[config.mk]
export PLATFORM = sky130hd
export DESIGN_NAME = ubx_frame_receiver_flat
export DESIGN_NICKNAME = d
export VERILOG_FILES = /design/src/sv/ubxfr_pkg.sv /design/src/sv/ubxfr_in_if.sv /design/src/sv/ubxfr_out_if.sv /design/src/sv/ubx_frame_receiver.sv /design/src/flat_wrapper.sv
export VERILOG_INCLUDE_DIRS = /design/src /design/src/sv
export SDC_FILE = /design/constraint.sdc
export NUM_CORES = 1
export LEC_CHECK = 0
export ABC_CLOCK_PERIOD_IN_PS = 8460
export BUFFER_PORTS_ARGS = -buffer_cell sky130_fd_sc_hd__buf_4
export CAP_MARGIN = 25
export CORE_MARGIN = 4
export CORE_UTILIZATION = 30
export DETAILED_ROUTE_END_ITERATION = 10
export PLACE_DENSITY = 0.46
export SETUP_SLACK_MARGIN = 0.15
export SLEW_MARGIN = 20
export SYNTH_ARGS = -nofsm -noshare
export SYNTH_HDL_FRONTEND = slang
export SYNTH_SLANG_ARGS = --single-unit
export TNS_END_PERCENT = 20
[constraint.sdc]
create_clock -name clk -period 8.46 [get_ports clk]
set_clock_uncertainty 0.15 [all_clocks]
set_input_delay 0.846 -clock clk [delete_from_list [all_inputs] [get_ports clk]]
set_output_delay 0.846 -clock clk [all_outputs]
set_load 0.03 [all_outputs]
[src/sv/ubx_frame_receiver_assert.svh]
// Assertion macros for the UBX frame receiver.
`ifndef UBX_FRAME_RECEIVER_ASSERT_SVH
`define UBX_FRAME_RECEIVER_ASSERT_SVH

`ifndef ASSERT_OFF
`define UBXFR_ASSERT(lbl, prop, msg) \
    lbl: assert property (@(posedge clk) disable iff (!rst_n) prop) else $error(msg);
`define UBXFR_ASSERT_IMP(lbl, ante, cons, msg) \
    lbl: assert property (@(posedge clk) disable iff (!rst_n) (ante) |-> (cons)) else $error(msg);
`else
`define UBXFR_ASSERT(lbl, prop, msg)
`define UBXFR_ASSERT_IMP(lbl, ante, cons, msg)
`endif

`endif

[src/sv/ubxfr_pkg.sv]
`default_nettype none

package ubxfr_pkg;

    localparam int BYTE_W   = 8;
    localparam int LEN_W    = 16;
    localparam int STATUS_W = 2;
    localparam int APB_AW   = 4;
    localparam int APB_DW   = 32;

    localparam logic [BYTE_W-1:0] SYNC_FIRST  = 8'hB5;
    localparam logic [BYTE_W-1:0] SYNC_SECOND = 8'h62;
    localparam logic [LEN_W-1:0]  ANY_LENGTH  = 16'hFFFF;

    localparam logic [STATUS_W-1:0] ST_OK       = 2'd0;
    localparam logic [STATUS_W-1:0] ST_BAD_SUM  = 2'd1;
    localparam logic [STATUS_W-1:0] ST_TOO_LONG = 2'd2;
    localparam logic [STATUS_W-1:0] ST_MISMATCH = 2'd3;

    localparam logic [1:0] REG_FILTER_CLASS    = 2'd0;
    localparam logic [1:0] REG_FILTER_ID       = 2'd1;
    localparam logic [1:0] REG_EXPECTED_LENGTH = 2'd2;
    localparam logic [1:0] REG_MAX_LENGTH      = 2'd3;

    localparam logic [LEN_W-1:0] MAX_LENGTH_RESET = 16'd126;

    typedef struct packed {
        logic [BYTE_W-1:0] filter_class;
        logic [BYTE_W-1:0] filter_id;
        logic [LEN_W-1:0]  expected_length;
        logic [LEN_W-1:0]  max_length;
    } cfg_t;

    typedef struct packed {
        logic [BYTE_W-1:0]   payload_byte;
        logic [LEN_W-1:0]    byte_index;
        logic                is_end;
        logic [STATUS_W-1:0] frame_status;
        logic [BYTE_W-1:0]   msg_class;
        logic [BYTE_W-1:0]   msg_id;
        logic [LEN_W-1:0]    payload_length;
        logic                filter_match;
    } result_t;

endpackage

`default_nettype wire

[src/sv/ubxfr_in_if.sv]
`default_nettype none

interface ubxfr_in_if import ubxfr_pkg::*; ();
    logic              valid;
    logic              ready;
    logic [BYTE_W-1:0] rx_byte;

    modport source (output valid, output rx_byte, input ready);
    modport sink (input valid, input rx_byte, output ready);
endinterface

`default_nettype wire

[src/sv/ubxfr_out_if.sv]
`default_nettype none

interface ubxfr_out_if import ubxfr_pkg::*; ();
    logic                valid;
    logic                ready;
    logic [BYTE_W-1:0]   payload_byte;
    logic [LEN_W-1:0]    byte_index;
    logic                is_end;
    logic [STATUS_W-1:0] frame_status;
    logic [BYTE_W-1:0]   msg_class;
    logic [BYTE_W-1:0]   msg_id;
    logic [LEN_W-1:0]    payload_length;
    logic                filter_match;

    modport source (output valid, output payload_byte, output byte_index, output is_end,
                    output frame_status, output msg_class, output msg_id,
                    output payload_length, output filter_match, input ready);
    modport sink (input valid, input payload_byte, input byte_index, input is_end,
                  input frame_status, input msg_class, input msg_id,
                  input payload_length, input filter_match, output ready);
endinterface

`default_nettype wire

[src/sv/ubx_frame_receiver.sv]
// UBX frame receiver.
// in_ch carries one received serial byte per item (valid/ready). The parser
// hunts for the two sync bytes, reads class, id and a little-endian length,
// then the payload and the two 8-bit Fletcher check bytes.
// out_ch carries at most one item per input byte: each payload byte with its
// index, and one end item per frame with class, id, length, filter match and
// status (ok, bad checksum, too long, length mismatch).
// The APB port sets filter_class, filter_id, expected_length and max_length
// at byte addresses 0, 4, 8 and 12; write only while the block is idle.
// An accepted byte is parsed from the input register, and any result that it
// gives is loaded into the output register, which drives out_ch.valid.
// Throughput: one byte per cycle while no result waits on a full output
// register, set by the single parse stage between the two registers.
// A full output register that is not taken stalls only bytes that produce a
// result; bytes that give no result keep flowing. in_ch.ready drops once the
// input register holds such a stalled byte.
// Reset clears the parser to the sync hunt and loads the register defaults.
`default_nettype none
`include "ubx_frame_receiver_assert.svh"

module ubx_frame_receiver import ubxfr_pkg::*; (
    input  wire logic              clk,
    input  wire logic              rst_n,
    ubxfr_in_if.sink               in_ch,
    ubxfr_out_if.source            out_ch,
    input  wire logic              psel,
    input  wire logic              penable,
    input  wire logic              pwrite,
    input  wire logic [APB_AW-1:0] paddr,
    input  wire logic [APB_DW-1:0] pwdata,
    output logic      [APB_DW-1:0] prdata,
    output logic                   pready
);

    localparam logic [2:0] PH_HUNT1   = 3'd0;
    localparam logic [2:0] PH_HUNT2   = 3'd1;
    localparam logic [2:0] PH_HEADER  = 3'd2;
    localparam logic [2:0] PH_PAYLOAD = 3'd3;
    localparam logic [2:0] PH_CHECK_A = 3'd4;
    localparam logic [2:0] PH_CHECK_B = 3'd5;

    cfg_t cfg_reg;

    logic              s1_valid_reg;
    logic [BYTE_W-1:0] s1_byte_reg;

    logic [2:0]        phase_reg, phase_next;
    logic [1:0]        hcount_reg, hcount_next;
    logic [BYTE_W-1:0] cur_class_reg, cur_class_next;
    logic [BYTE_W-1:0] cur_id_reg, cur_id_next;
    logic [LEN_W-1:0]  cur_length_reg, cur_length_next;
    logic [LEN_W-1:0]  pcount_reg, pcount_next;
    logic [BYTE_W-1:0] sum_a_reg, sum_a_next;
    logic [BYTE_W-1:0] sum_b_reg, sum_b_next;
    logic [BYTE_W-1:0] check_a_reg, check_a_next;

    logic    out_valid_reg;
    result_t out_reg;
    result_t res_next;
    logic    emit;
    logic    s1_adv;
    logic    cfg_wr;

    // config port
    assign pready = 1'b1;
    assign cfg_wr = psel && penable && pwrite && pready;

    always_ff @(posedge clk or negedge rst_n)
    begin
        if (!rst_n)
        begin
            cfg_reg.filter_class    <= '0;
            cfg_reg.filter_id       <= '0;
            cfg_reg.expected_length <= ANY_LENGTH;
            cfg_reg.max_length      <= MAX_LENGTH_RESET;
        end
        else if (cfg_wr)
        begin
            case (paddr[3:2])
                REG_FILTER_CLASS:    cfg_reg.filter_class    <= pwdata[BYTE_W-1:0];
                REG_FILTER_ID:       cfg_reg.filter_id       <= pwdata[BYTE_W-1:0];
                REG_EXPECTED_LENGTH: cfg_reg.expected_length <= pwdata[LEN_W-1:0];
                REG_MAX_LENGTH:      cfg_reg.max_length      <= pwdata[LEN_W-1:0];
                default:             ;
            endcase
        end
    end

    always_comb
    begin
        case (paddr[3:2])
            REG_FILTER_CLASS:    prdata = {{(APB_DW-BYTE_W){1'b0}}, cfg_reg.filter_class};
            REG_FILTER_ID:       prdata = {{(APB_DW-BYTE_W){1'b0}}, cfg_reg.filter_id};
            REG_EXPECTED_LENGTH: prdata = {{(APB_DW-LEN_W){1'b0}}, cfg_reg.expected_length};
            REG_MAX_LENGTH:      prdata = {{(APB_DW-LEN_W){1'b0}}, cfg_reg.max_length};
            default:             prdata = '0;
        endcase
    end

    // parse logic on the registered byte
    always_comb
    begin
        phase_next      = phase_reg;
        hcount_next     = hcount_reg;
        cur_class_next  = cur_class_reg;
        cur_id_next     = cur_id_reg;
        cur_length_next = cur_length_reg;
        pcount_next     = pcount_reg;
        sum_a_next      = sum_a_reg;
        sum_b_next      = sum_b_reg;
        check_a_next    = check_a_reg;
        emit            = 1'b0;
        res_next.payload_byte = '0;
        res_next.byte_index   = '0;
        res_next.is_end       = 1'b0;
        res_next.frame_status = ST_OK;

        case (phase_reg)
            PH_HUNT1:
            begin
                if (s1_byte_reg == SYNC_FIRST)
                    phase_next = PH_HUNT2;
            end
            PH_HUNT2:
            begin
                if (s1_byte_reg == SYNC_SECOND)
                begin
                    phase_next  = PH_HEADER;
                    hcount_next = '0;
                    sum_a_next  = '0;
                    sum_b_next  = '0;
                    pcount_next = '0;
                end
                else
                begin
                    phase_next = PH_HUNT1;
                end
            end
            PH_HEADER:
            begin
                sum_a_next = sum_a_reg + s1_byte_reg;
                sum_b_next = sum_b_reg + sum_a_next;
                case (hcount_reg)
                    2'd0:    cur_class_next  = s1_byte_reg;
                    2'd1:    cur_id_next     = s1_byte_reg;
                    2'd2:    cur_length_next = {{(LEN_W-BYTE_W){1'b0}}, s1_byte_reg};
                    default: cur_length_next = {s1_byte_reg, cur_length_reg[BYTE_W-1:0]};
                endcase
                if (hcount_reg != 2'd3)
                begin
                    hcount_next = hcount_reg + 2'd1;
                end
                else
                begin
                    hcount_next = '0;
                    pcount_next = '0;
                    if (cur_length_next > cfg_reg.max_length)
                    begin
                        phase_next            = PH_HUNT1;
                        emit                  = 1'b1;
                        res_next.is_end       = 1'b1;
                        res_next.frame_status = ST_TOO_LONG;
                    end
                    else if (cur_length_next == '0)
                    begin
                        phase_next = PH_CHECK_A;
                    end
                    else
                    begin
                        phase_next = PH_PAYLOAD;
                    end
                end
            end
            PH_PAYLOAD:
            begin
                sum_a_next            = sum_a_reg + s1_byte_reg;
                sum_b_next            = sum_b_reg + sum_a_next;
                emit                  = 1'b1;
                res_next.payload_byte = s1_byte_reg;
                res_next.byte_index   = pcount_reg;
                pcount_next           = pcount_reg + 16'd1;
                if (pcount_next >= cur_length_reg)
                    phase_next = PH_CHECK_A;
            end
            PH_CHECK_A:
            begin
                check_a_next = s1_byte_reg;
                phase_next   = PH_CHECK_B;
            end
            PH_CHECK_B:
            begin
                emit                = 1'b1;
                phase_next          = PH_HUNT1;
                res_next.is_end     = 1'b1;
                res_next.byte_index = pcount_reg;
                if (check_a_reg != sum_a_reg || s1_byte_reg != sum_b_reg)
                    res_next.frame_status = ST_BAD_SUM;
                else if (cur_class_reg == cfg_reg.filter_class
                         && cur_id_reg == cfg_reg.filter_id
                         && cfg_reg.expected_length != ANY_LENGTH
                         && cur_length_reg != cfg_reg.expected_length)
                    res_next.frame_status = ST_MISMATCH;
            end
            default:
            begin
                phase_next = PH_HUNT1;
            end
        endcase

        res_next.msg_class      = cur_class_next;
        res_next.msg_id         = cur_id_next;
        res_next.payload_length = cur_length_next;
        res_next.filter_match   = (cur_class_next == cfg_reg.filter_class)
                                  && (cur_id_next == cfg_reg.filter_id);
    end

    // handshake: a byte with no result never waits for the output
    assign s1_adv      = s1_valid_reg && (!emit || !out_valid_reg || out_ch.ready);
    assign in_ch.ready = !s1_valid_reg || s1_adv;

    always_ff @(posedge clk or negedge rst_n)
    begin
        if (!rst_n)
            s1_valid_reg <= 1'b0;
        else if (in_ch.ready)
            s1_valid_reg <= in_ch.valid;
    end

    always_ff @(posedge clk)
    begin
        if (in_ch.ready && in_ch.valid)
            s1_byte_reg <= in_ch.rx_byte;
    end

    always_ff @(posedge clk or negedge rst_n)
    begin
        if (!rst_n)
        begin
            phase_reg      <= PH_HUNT1;
            hcount_reg     <= '0;
            cur_class_reg  <= '0;
            cur_id_reg     <= '0;
            cur_length_reg <= '0;
            pcount_reg     <= '0;
            sum_a_reg      <= '0;
            sum_b_reg      <= '0;
            check_a_reg    <= '0;
        end
        else if (s1_adv)
        begin
            phase_reg      <= phase_next;
            hcount_reg     <= hcount_next;
            cur_class_reg  <= cur_class_next;
            cur_id_reg     <= cur_id_next;
            cur_length_reg <= cur_length_next;
            pcount_reg     <= pcount_next;
            sum_a_reg      <= sum_a_next;
            sum_b_reg      <= sum_b_next;
            check_a_reg    <= check_a_next;
        end
    end

    always_ff @(posedge clk or negedge rst_n)
    begin
        if (!rst_n)
            out_valid_reg <= 1'b0;
        else if (s1_adv && emit)
            out_valid_reg <= 1'b1;
        else if (out_ch.ready)
            out_valid_reg <= 1'b0;
    end

    always_ff @(posedge clk)
    begin
        if (s1_adv && emit)
            out_reg <= res_next;
    end

    assign out_ch.valid          = out_valid_reg;
    assign out_ch.payload_byte   = out_reg.payload_byte;
    assign out_ch.byte_index     = out_reg.byte_index;
    assign out_ch.is_end         = out_reg.is_end;
    assign out_ch.frame_status   = out_reg.frame_status;
    assign out_ch.msg_class      = out_reg.msg_class;
    assign out_ch.msg_id         = out_reg.msg_id;
    assign out_ch.payload_length = out_reg.payload_length;
    assign out_ch.filter_match   = out_reg.filter_match;

    `UBXFR_ASSERT_IMP(a_hcount_in_header, hcount_reg != 2'd0, phase_reg == PH_HEADER,
        "header count set outside header phase")
    `UBXFR_ASSERT_IMP(a_pcount_bound, phase_reg == PH_PAYLOAD, pcount_reg < cur_length_reg,
        "payload count reached length inside payload phase")
    `UBXFR_ASSERT_IMP(a_data_status_ok, out_valid_reg && !out_reg.is_end,
        out_reg.frame_status == ST_OK, "payload item carries a frame status")
    `UBXFR_ASSERT(a_stall_holds_byte,
        (s1_valid_reg && !s1_adv) |=> (s1_valid_reg && $stable(s1_byte_reg)),
        "stalled input byte lost")
    `UBXFR_ASSERT_IMP(a_no_overwrite, s1_adv && emit && out_valid_reg, out_ch.ready,
        "result register overwritten before it was taken")

endmodule

`default_nettype wire

[src/flat_wrapper.sv]
// flat-port wrapper written by rule: the top's interface ports become plain ports
module ubx_frame_receiver_flat import ubxfr_pkg::*;
  (clk, rst_n, psel, penable, pwrite, paddr, pwdata, prdata, pready, in_ch_valid, in_ch_rx_byte, in_ch_ready, out_ch_valid, out_ch_payload_byte, out_ch_byte_index, out_ch_is_end, out_ch_frame_status, out_ch_msg_class, out_ch_msg_id, out_ch_payload_length, out_ch_filter_match, out_ch_ready);
  ubxfr_in_if in_ch_i ();
  ubxfr_out_if out_ch_i ();
  input  wire logic clk;
  input  wire logic rst_n;
  input  wire logic psel;
  input  wire logic penable;
  input  wire logic pwrite;
  input  wire logic [APB_AW-1:0] paddr;
  input  wire logic [APB_DW-1:0] pwdata;
  output logic      [APB_DW-1:0] prdata;
  output logic pready;
  input wire logic [$bits(in_ch_i.valid)-1:0] in_ch_valid;
  input wire logic [$bits(in_ch_i.rx_byte)-1:0] in_ch_rx_byte;
  output wire logic [$bits(in_ch_i.ready)-1:0] in_ch_ready;
  output wire logic [$bits(out_ch_i.valid)-1:0] out_ch_valid;
  output wire logic [$bits(out_ch_i.payload_byte)-1:0] out_ch_payload_byte;
  output wire logic [$bits(out_ch_i.byte_index)-1:0] out_ch_byte_index;
  output wire logic [$bits(out_ch_i.is_end)-1:0] out_ch_is_end;
  output wire logic [$bits(out_ch_i.frame_status)-1:0] out_ch_frame_status;
  output wire logic [$bits(out_ch_i.msg_class)-1:0] out_ch_msg_class;
  output wire logic [$bits(out_ch_i.msg_id)-1:0] out_ch_msg_id;
  output wire logic [$bits(out_ch_i.payload_length)-1:0] out_ch_payload_length;
  output wire logic [$bits(out_ch_i.filter_match)-1:0] out_ch_filter_match;
  input wire logic [$bits(out_ch_i.ready)-1:0] out_ch_ready;
  assign in_ch_i.valid = in_ch_valid;
  assign in_ch_i.rx_byte = in_ch_rx_byte;
  assign in_ch_ready = in_ch_i.ready;
  assign out_ch_valid = out_ch_i.valid;
  assign out_ch_payload_byte = out_ch_i.payload_byte;
  assign out_ch_byte_index = out_ch_i.byte_index;
  assign out_ch_is_end = out_ch_i.is_end;
  assign out_ch_frame_status = out_ch_i.frame_status;
  assign out_ch_msg_class = out_ch_i.msg_class;
  assign out_ch_msg_id = out_ch_i.msg_id;
  assign out_ch_payload_length = out_ch_i.payload_length;
  assign out_ch_filter_match = out_ch_i.filter_match;
  assign out_ch_i.ready = out_ch_ready;
  ubx_frame_receiver u_core (.clk(clk), .rst_n(rst_n), .in_ch(in_ch_i), .out_ch(out_ch_i), .psel(psel), .penable(penable), .pwrite(pwrite), .paddr(paddr), .pwdata(pwdata), .prdata(prdata), .pready(pready));
endmodule
==> results.md, run 1 <==
- Sequential Power Share: 0.368
- Setup Crit Path Kind: reg -> out
- Gr usage total: 0.155
- Final worst slack: 3120 ps
- Arrival @ worst endpoint: ~4400 ps
- Pwr Density: 319 nW/um^2
- Final Hold Viols: 0
- Final ANT Viol Nets: 0
- CP Launch Type: flip-flop
- RSZ-0062 raised after global routing: no
- First-pass detailed-route iteration total: 5
- Internal: between 2 and 2.5 mW
- Routed len/inst: 19.7 um
- Clk Latency, worst-skew pair: 450 ps
- Nets: 1151
- Clk sinks: 195
- Relative slew slack: 0.386
- Async S/R FF share, synth: 0.651
- Drt total wl: about 30000 um
- PnR Total Power: 4.05 mW
- Via-to-Cell Ratio: 4.87
- Die Area: 39200 um^2
- DRT iter0 DRCs: 413
- Leak pwr: ~5.4 nW
- Sequential area share after synthesis: 0.484
- Final Util: 0.356
- Min cycle time layout: 5340 ps
- Highest Clock Rate: 187 MHz
- Cell taking the most area after synthesis: dfrtp_1
- First-pass GRT wire length: 46600 um
- Measured slew at the worst slew-check pin: 918 ps
- Mapped Cells: between 900 and 1000
- Number of flops mapped to enable cells by yosys: 68
- Largest net degree at the start of global routing: 68
- Most frequent cell after synthesis: dfrtp_1
- Total grt overflow: 0
- Tcrit/Tclk final: 0.632
- Diode count: 0
- # setup viols final: 0
- Clock transition at path regs: 70 ps
- Placer Congestion: a little over 0.8
- Area growth, synth to finish: 16.9%
- I/O pin count: roughly 150
- Vias in the first global route: 7534
- Clk buf depth: 2
- CTS Buf Count: 17
- Comb pwr share: 0.436
- Crit end category: output port
- Die Wd: 198 um
- Status: complete, no violations
- Setup WS pre-CTS: 3330 ps
- Drt drc: 0
- Clock power share: 0.196
- Synth Register Bits: 195
- Top FF cell, synth: dfrtp_1
- Number of max-cap violations: 0
- Core ar.: 35600 um^2
- Filler cells: between 3000 and 4000
- Synth Cell Area: approximately 11000 um^2
- Root Driver: clkbuf_16
- Ratio of cells with drive above 1 in the final layout: 0.278
- Die span in y: 198 um
- Most common library cells after synthesis: dfrtp_1 (105), mux2_2 (83), nand2_1 (78), edfxtp_1 (68), o21ai_0 (57)
- Setup TNS: 0 ps
- Worst min path class: in -> async
- Syn Area/Cell: around 11 um^2
- Resize count post-CTS: 0
- Initial antenna violation count: 0
- Setup bufs post-CTS: 0
- Post-DP HPWL: 21700 um
- CTS tree: yes
- Yosys warns: 0
- Post-cts hold buffer count: 0
- Number of H-tree levels: 4
- Sw Share: 0.401
- Max rail drop VDD: 0.167 mV
- Area contributors post-synth: dfrtp_1 (24%), edfxtp_1 (19%), mux2_2 (8.6%)
- Post-synth top area share: 0.242
- Critical Path Fanout Max: 24
- Final Cell Area: ~13000 um^2
- Placed cell area: around 12000 um^2
- Critical path required time: 7460 ps
- Final Slew Violations: 0
- Count of input and output buffers: 110
- Max FFs per register: 48
- Row count: a little under 70
- Total number of vias: 7411
- Count of cell types in the netlist: between 60 and 70
- Starting Density: 0.305
- Psw: 1.62 mW
## critical path, cell delays in order (launching register included)
cell and delay (ps):
dfrtp_1 430, ha_1 720, o21ba_2 320, a22oi_1 280, inv_1 100, ha_1 310
and4_4 240, nand3_1 70, a21oi_1 260, o31a_1 260, nand3_1 260, a21oi_1 400
inv_1 70, buf_4 170
## cell type report
type | instances | area, um^2 | area share
clock buffer | 21 | 448 | 0.0353
clock inverter | 11 | 101 | 0.00800
timing repair buffer | 127 | 973 | 0.0768
tap | 461 | 577 | 0.0455
inverter | 45 | 169 | 0.0133
sequential | 195 | 5250 | 0.414
multi-input combinational | 661 | 5160 | 0.407
## worst paths after layout
check / depth (start not counted) / slack (ps) / to / start
worst max register to register: 12 / 3350 / u_core.out_ch.payload_length[8] / u_core.hcount_reg[0]
max in group asynchronous: 2 / 6890 / u_core.cfg_reg[11] / rst_n
worst min register to register: 1 / 380 / u_core.pcount_reg[15] / u_core.pcount_reg[15]
worst min-delay path: 1 / 150 / u_core.sum_a_reg[2] / rst_n
min in group clk: 1 / 380 / u_core.pcount_reg[15] / u_core.pcount_reg[15]
worst max-delay path: 13 / 3120 / in_ch_ready / u_core.hcount_reg[0]
## logic make-up after synthesis
| kind of cell | Yosys count | share of synthesized area |
|---|---|---|
| AO/OA/AOI/OAI | 147 | 0.0900 |
| XOR/XNOR | 90 | 0.0727 |
| adder cells (fa/ha/maj) | 53 | 0.0626 |
| buffers and inverters | 107 | 0.0466 |
| flip-flops | 195 | 0.484 |
| multiplexers | 107 | 0.121 |
| other | 2 | 0.000693 |
| AND/OR/NAND/NOR | 247 | 0.122 |
## layer usage
layer | track usage | share of wire | up-vias
li1 | - | - | 3593
met1 | 0.227 | 0.49 | 3643
met2 | 0.240 | 0.46 | 160
met3 | 0.0301 | 0.045 | 15
met4 | 0.0339 | 0.0097 | 0
met5 | 0 | 0 | -
## cells in the final DEF, fill, tap and decap left out, types with 10 or more instances in the layout
| cell type | count |
|---|---|
| and3_1 | 11 |
| edfxtp_1 | 68 |
| a21oi_1 | 21 |
| nor4_1 | 15 |
| inv_1 | 44 |
| nor3_1 | 10 |
| ha_1 | 51 |
| nand3_1 | 30 |
| clkbuf_16 | 17 |
| dfstp_2 | 22 |
| nor2_1 | 18 |
| xnor2_1 | 42 |
| nand2_1 | 78 |
| dfrtp_1 | 105 |
| mux2_2 | 83 |
| and2_1 | 19 |
| xor2_1 | 48 |
| buf_4 | 126 |
| a22o_1 | 12 |
| o21ai_0 | 57 |
| nand4_1 | 19 |
| conb_1 | 17 |
| nor2b_1 | 15 |
## power groups by stage
stage	logic, mW	clock network, mW	registers [mW]
6_report	1.76	0.793	1.49
5_1_grt	1.97	0.857	1.52
4_1_cts	1.78	0.819	1.49
3_5_place_dp	1.77	0	1.51
3_3_place_gp	1.75	0	1.51
2_1_floorplan	1.28	0	1.48
## stage by stage
stage               instances  hold WS [ps]
floorplan                 963           337
global placement         1487           361
detailed placement       1488           365
CTS                      1520           385
global route             1521           149
finish                   1521           151
No activity file was read; power rests on OpenSTA's default activity.
==> run 2, diff against run 1 <==
--- a/config.mk
+++ b/config.mk
@@ -6,7 +6,7 @@
 export SDC_FILE = /design/constraint.sdc
 export NUM_CORES = 1
 export LEC_CHECK = 0
-export ABC_CLOCK_PERIOD_IN_PS = 8460
+export ABC_CLOCK_PERIOD_IN_PS = 5050
 export BUFFER_PORTS_ARGS = -buffer_cell sky130_fd_sc_hd__buf_4
 export CAP_MARGIN = 25
 export CORE_MARGIN = 4
==> constraint.sdc (replaced) <==
create_clock -name clk -period 5.05 [get_ports clk]
set_clock_uncertainty 0.15 [all_clocks]
set_input_delay 0.505 -clock clk [delete_from_list [all_inputs] [get_ports clk]]
set_output_delay 0.505 -clock clk [all_outputs]
set_load 0.03 [all_outputs]
==> run 2 against run 1 <==
Compared with the run above: the run now ends with negative hold slack left; global-route usage grew 0.22 points; power up 70%; final cell count increased by 0.26%; sequential share of layout area is 0.30 points lower; critical path depth unchanged; routed wire length is 0.32% higher; critical path type unchanged; critical endpoint unchanged.
==> results.md, run 2 (synthesis results as in run 1) <==
- Sequential Power Share: 0.368 (about the same)
- Placed cell area: 12100 um^2 (about the same)
- RSZ-0062 raised after global routing: no (unchanged)
- Setup Crit Path Kind: reg -> out (unchanged)
- Failing checks: negative hold slack
- Max FFs per register: 48 (unchanged)
- Tcrit/Tclk final: 0.914
- CP max stage cell: or3_1 (was ha_1)
- Measured slew at the worst slew-check pin: 938 ps (was 918 ps)
- Clk buf depth: 2 (unchanged)
- Clock transition at path regs: 80 ps (was 70 ps)
- Critical path required time: 4390 ps (was 7460 ps)
- Worst path bufs/invs: 3 (unchanged)
- Layout Cells excl Fill: 1525 (was 1521)
- Internal: 4.10 mW (was 2.42 mW)
- Area growth, synth to finish: 17.7% (was 16.9%)
- Routed len/inst: 19.8 um (was 19.7 um)
- Number of max-cap violations: 0 (unchanged)
- Most frequent cells in the layout: buf_4 (129), dfrtp_1 (105), mux2_2 (83), nand2_1 (78), edfxtp_1 (68) (was buf_4 (126), dfrtp_1 (105), mux2_2 (83), nand2_1 (78), edfxtp_1 (68))
- CP Launch Type: flip-flop (unchanged)
- Critical Path Fanout Max: 7 (was 24)
- Drt total wl: 30100 um (was 30000 um)
- Psw: 2.76 mW (was 1.62 mW)
- Commonest non-fill, non-tap cell in the layout: buf_4 (unchanged)
- Leak pwr: 5.40 nW (was 5.36 nW)
- Drt drc: 0 (unchanged)
- Count of input and output buffers: 110 (unchanged)
- Gr usage total: 0.158 (was 0.155)
- Status: finished with violations (was complete, no violations)
- Die Area: 39200 um^2 (unchanged)
- Multi-input logic area: 5170 um^2 (was 5160 um^2)
- PnR Total Power: 6.86 mW (was 4.05 mW)
- Initial antenna violation count: 0 (unchanged)
- CTS tree: yes (unchanged)
- Setup TNS: 0 ps (unchanged)
- Setup bufs post-CTS: 0 (unchanged)
- CP Cell Sequence: inv_1 > ha_1 > or3_1 > a22o_1 > ha_1 > and4_1 > nand3_1 > a21oi_1 > o31a_1 > nand3_2 > a21oi_2 > inv_1 > buf_4 (was ha_1 > o21ba_2 > a22oi_1 > inv_1 > ha_1 > and4_4 > nand3_1 > a21oi_1 > o31a_1 > nand3_1 > a21oi_1 > inv_1 > buf_4)
- Diode count: 0 (unchanged)
- Root Driver: clkbuf_16 (unchanged)
- Relative slew slack: 0.373 (was 0.386)
- Hold WS: -0.135 ps (was 151 ps)
- Sw Share: 0.403 (was 0.401)
- Worst min path class: in -> async (unchanged)
- First-pass detailed-route iteration total: 5 (unchanged)
- Max rail drop VDD: 0.329 mV (was 0.167 mV)
- # setup viols final: 0 (unchanged)
- Area occupied by registers: 5250 um^2 (unchanged)
- Clk sinks: 195 (unchanged)
- Crit end category: output port (unchanged)
- Crit path max-delay family: compound AO/OA/AOI/OAI gates (unchanged)
- Starting Density: 0.305 (unchanged)
- Final Cell Area: 12800 um^2 (was 12700 um^2)
- Largest net degree at the start of global routing: 66 (was 68)
- Placer Congestion: 0.821 (was 0.815)
- Final Hold Viols: 1 (was 0)
- I/O pin count: 146 (unchanged)
- Post-DP HPWL: 22500 um (was 21700 um)
- First-pass GRT wire length: 46700 um (was 46600 um)
- Via-to-Cell Ratio: 4.87 (about the same)
- Post-cts hold buffer count: 0 (unchanged)
- Slowest Stage Delay on Critical Path: 510 ps (was 720 ps)
- Final Util: 0.359 (was 0.356)
- Die Wd: 198 um (unchanged)
- Ratio of cells with drive above 1 in the final layout: 0.286 (was 0.278)
- Vias in the first global route: 7515 (was 7534)
- Core ar.: 35600 um^2 (unchanged)
- Highest Clock Rate: around 220 MHz
- Pwr Density: 538 nW/um^2 (was 319 nW/um^2)
- CTS Buf Count: 17 (unchanged)
- Row count: 69 (unchanged)
- Number of H-tree levels: 4 (unchanged)
- Arrival @ worst endpoint: 3960 ps (was 4350 ps)
- Clock power share: 0.204 (was 0.196)
- Final ANT Viol Nets: 0 (unchanged)
- Nets: 1155 (was 1151)
- Total number of vias: 7423 (was 7411)
- Min cycle time layout: 4610 ps
- Final Slew Violations: 0 (unchanged)
- Comb pwr share: 0.428 (was 0.436)
- DP Cell Count: 1492 (was 1488)
- DRT iter0 DRCs: 478 (was 413)
- Clk Latency, worst-skew pair: 470 ps (was 450 ps)
- Total grt overflow: 0 (unchanged)
- Filler cells: 3610 (was 3582)
- Die span in y: 198 um (unchanged)
run 2: final timing paths:
check / slack, ps / end / from / cells after the start
max reg2reg: 890 / u_core.phase_reg[0] / u_core.hcount_reg[0] / 13
max: 440 / in_ch_ready / u_core.hcount_reg[0] / 13
min: -0.1 / u_core.sum_b_reg[4] / rst_n / 1
min reg2reg: 380 / u_core.pcount_reg[15] / u_core.pcount_reg[15] / 1
max in group asynchronous: 3600 / u_core.cfg_reg[10] / rst_n / 2
min in group clk: 70 / u_core.s1_byte_reg[5] / in_ch_rx_byte[5] / 1
run 2: what timing repair did:
action                                  CTS  global route
endpoints found under the hold margin     0             0
endpoints found under the setup margin    0             1
resized for setup                         0             3
run 2: area by class of cell:
type | instances | share of cell area
clock buffer | 20 | 0.0383
clock inverter | 12 | 0.00872
inverter | 45 | 0.0132
multi-input combinational | 661 | 0.405
sequential | 195 | 0.411
tap | 461 | 0.0452
timing repair buffer | 131 | 0.0786
run 2: layer usage:
metal	GRT usage	part of all wire
met4	0.0418	0.014
met1	0.230	0.49
met5	0	0
met3	0.0299	0.040
met2	0.241	0.45
run 2: metrics by stage:
stage	hold slack, ps	setup slack (ps)
2_1_floorplan	59.4	477
3_3_place_gp	360	800
3_5_place_dp	368	784
4_1_cts	39.3	255
5_1_grt	40.1	164
6_report	-0.135	436
run 2: power by group through the flow:
stage                     Combinational (mW)  Clock (mW)  Sequential, mW
after floorplan                         2.14           0            2.48
final                                   2.94        1.40            2.52
after detailed placement                2.93           0            2.57
after CTS                               2.96        1.44            2.54
after global routing                    3.29        1.51            2.57
after global placement                  2.92           0            2.56
==> run 3, diff against run 2 <==
--- a/config.mk
+++ b/config.mk
@@ -6,10 +6,10 @@
 export SDC_FILE = /design/constraint.sdc
 export NUM_CORES = 1
 export LEC_CHECK = 0
-export ABC_CLOCK_PERIOD_IN_PS = 5050
+export ABC_CLOCK_PERIOD_IN_PS = 4350
 export BUFFER_PORTS_ARGS = -buffer_cell sky130_fd_sc_hd__buf_4
 export CAP_MARGIN = 25
-export CORE_MARGIN = 4
+export CORE_MARGIN = 2
 export CORE_UTILIZATION = 30
 export DETAILED_ROUTE_END_ITERATION = 10
 export PLACE_DENSITY = 0.46
==> constraint.sdc (replaced) <==
create_clock -name clk -period 4.35 [get_ports clk]
set_clock_uncertainty 0.15 [all_clocks]
set_input_delay 0.435 -clock clk [delete_from_list [all_inputs] [get_ports clk]]
set_output_delay 0.435 -clock clk [all_outputs]
set_load 0.03 [all_outputs]
==> run 3 against run 2 <==
Compared with the run above: the run now ends clean; first-iteration DRC count is 24% higher; count of clock-buffer cells in the layout decreased by 1; critical path depth is the same; non-clock buffer count increased by 14; register-to-register slack got worse by 570 ps; hold slack better by 32 ps; combinational power up 20%; sequential share of layout area down 0.42 points; clock power up 9%; die area shrank 4.0%; global-route usage grew 0.32 points; routed wire length shrank 0.29%; highest routed layer unchanged.
==> results.md, run 3 (synthesis results as in run 1) <==
- Sw Share: 0.401 (was 0.403)
- Core ar.: 35600 um^2 (unchanged)
- Final Slew Violations: 0 (unchanged)
- Final worst slack: 262 ps (was 436 ps)
- Internal: 4.78 mW (was 4.10 mW)
- Root Driver: clkbuf_16 (unchanged)
- Leak pwr: 5.43 nW (was 5.40 nW)
- First-pass GRT wire length: 46100 um (was 46700 um)
- Vias in the first global route: 7515 (unchanged)
- First-pass detailed-route iteration total: 5 (unchanged)
- Final Util: 0.363 (was 0.359)
- Tcrit/Tclk final: 0.940
- CTS Buf Count: 17 (unchanged)
- Pwr Density: 619 nW/um^2 (was 538 nW/um^2)
- Setup WS pre-CTS: 311 ps (was 784 ps)
- Area growth, synth to finish: 19.0% (was 17.7%)
- Die Area: 37700 um^2 (was 39200 um^2)
- Relative slew slack: 0.372 (was 0.373)
- # setup viols final: 0 (unchanged)
- Critical Path Fanout Max: 7 (unchanged)
- Row count: 69 (unchanged)
- DRT iter0 DRCs: 594 (was 478)
- Clock transition at path regs: 70 ps (was 80 ps)
- Min cycle time layout: 4090 ps
- Largest net degree at the start of global routing: 67 (was 66)
- Number of H-tree levels: 4 (unchanged)
- Hold WS: 32.0 ps (was -0.135 ps)
- Gr usage total: 0.161 (was 0.158)
- Sequential Power Share: 0.367 (was 0.368)
- Diode count: 0 (unchanged)
- Die span in y: 194 um (was 198 um)
- Final Hold Viols: 0 (was 1)
- PnR Total Power: 7.99 mW (was 6.86 mW)
- Count of input and output buffers: 110 (unchanged)
- Clock power share: 0.190 (was 0.204)
- Psw: 3.21 mW (was 2.76 mW)
- Number of max-cap violations: 0 (unchanged)
- Clk Latency, worst-skew pair: 450 ps (was 470 ps)
- Starting Density: 0.305 (unchanged)
- Final ANT Viol Nets: 0 (unchanged)
- Crit end category: output port (unchanged)
- Nets: 1169 (was 1155)
- Most frequent cells in the layout: buf_4 (135), dfrtp_1 (104), mux2_2 (83), nand2_1 (78), edfxtp_1 (68) (was buf_4 (129), dfrtp_1 (105), mux2_2 (83), nand2_1 (78), edfxtp_1 (68))
- Routed len/inst: 19.5 um (was 19.8 um)
- Measured slew at the worst slew-check pin: 939 ps (was 938 ps)
- Initial antenna violation count: 0 (unchanged)
- Arrival @ worst endpoint: 3500 ps (was 3960 ps)
- Post-DP HPWL: 22400 um (was 22500 um)
- Clk sinks: 195 (unchanged)
- Critical path required time: 3760 ps (was 4390 ps)
- Total grt overflow: 0 (unchanged)
- Ratio of cells with drive above 1 in the final layout: 0.294 (was 0.286)
- Clk buf depth: 2 (unchanged)
- Drt total wl: 30000 um (was 30100 um)
- CTS tree: yes (unchanged)
- Filler cells: 3594 (was 3610)
- CP Launch Type: flip-flop (unchanged)
- Placer Congestion: 0.851 (was 0.821)
- Commonest non-fill, non-tap cell in the layout: buf_4 (unchanged)
- Total number of vias: 7520 (was 7423)
- Die Wd: 194 um (was 198 um)
- Status: complete, no violations (was finished with violations)
- Max FFs per register: 48 (unchanged)
- Worst min path class: in -> reg (was in -> async)
- Highest Clock Rate: 245 MHz
- Via-to-Cell Ratio: 4.89 (was 4.87)
- I/O pin count: 146 (unchanged)
- Max rail drop VDD: 0.359 mV (was 0.329 mV)
- Comb pwr share: 0.442 (was 0.428)
- RSZ-0062 raised after global routing: no (unchanged)
- Drt drc: 0 (unchanged)
- Setup Crit Path Kind: reg -> out (unchanged)
==> run 3: path summary, 6_finish.rpt <==
| kind | from | end | slack (ps) | cells after the start |
|---|---|---|---|---|
| hold reg to reg | u_core.pcount_reg[15] | u_core.pcount_reg[15] | 370 | 1 |
| hold / removal | in_ch_rx_byte[2] | u_core.s1_byte_reg[2] | 30 | 1 |
| setup / recovery | u_core.hcount_reg[1] | in_ch_ready | 260 | 13 |
| min in group asynchronous | rst_n | u_core.sum_a_reg[4] | 500 | 2 |
| setup reg to reg | u_core.hcount_reg[1] | u_core.out_ch.msg_id[0] | 320 | 13 |
| max in group asynchronous | rst_n | u_core.cfg_reg[23] | 2630 | 3 |
==> run 3: per-stage QoR <==
step | area (um^2) | TNS (ps) | std cells
floorplan | 10900 | -4730 | 963
global placement | 12200 | 0 | 1495
detailed placement | 12200 | 0 | 1495
CTS | 12800 | 0 | 1536
global route | 12900 | 0 | 1539
finish | 12900 | 0 | 1539
==> run 3: power groups by stage <==
stage / Combinational (mW) / Clock, mW / Sequential (mW)
final: 3.53 / 1.52 / 2.94
after global routing: 3.90 / 1.64 / 3.00
after CTS: 3.50 / 1.56 / 2.93
after detailed placement: 3.45 / 0 / 2.97
after global placement: 3.43 / 0 / 2.96
after floorplan: 2.52 / 0 / 2.88
==> run 3: final cells by class <==
| cell class | instances | area (um^2) | share of cell area |
|---|---|---|---|
| timing repair buffer | 145 | 1130 | 0.0879 |
| clock inverter | 13 | 114 | 0.00883 |
| clock buffer | 19 | 433 | 0.0336 |
| tap | 461 | 577 | 0.0447 |
| multi-input combinational | 661 | 5230 | 0.405 |
| sequential | 195 | 5250 | 0.407 |
| inverter | 45 | 169 | 0.0131 |
==> run 3: repair_timing <==
action                     in CTS  in global routing
hold endpoints to repair       38                  0
hold buffers                    8                  0
pin swaps                       1                  3
gates resized for setup         5                  7
buffers inserted                1                  3
setup endpoints to repair       1                  1
gates cloned                    0                  0
==> run 3: routing by layer <==
metal | routed length (um) | track usage | vias to the layer above
met5 | 0 | 0 | -
met4 | 296 | 0.0401 | 0
met3 | 1130 | 0.0270 | 21
met2 | 13200 | 0.241 | 165
met1 | 15400 | 0.240 | 3719
li1 | - | - | 3615
==> run 3: critical path, stage by stage (launching register included) <==
cell and delay (ps):
dfrtp_1 410, inv_2 80, ha_2 220, or3_4 420, a22o_4 250, ha_1 310, and4_1 240, nand3_1 110
a21oi_2 190, o31a_1 230, nand3_2 150, a21oi_4 210, inv_1 60, buf_4 160
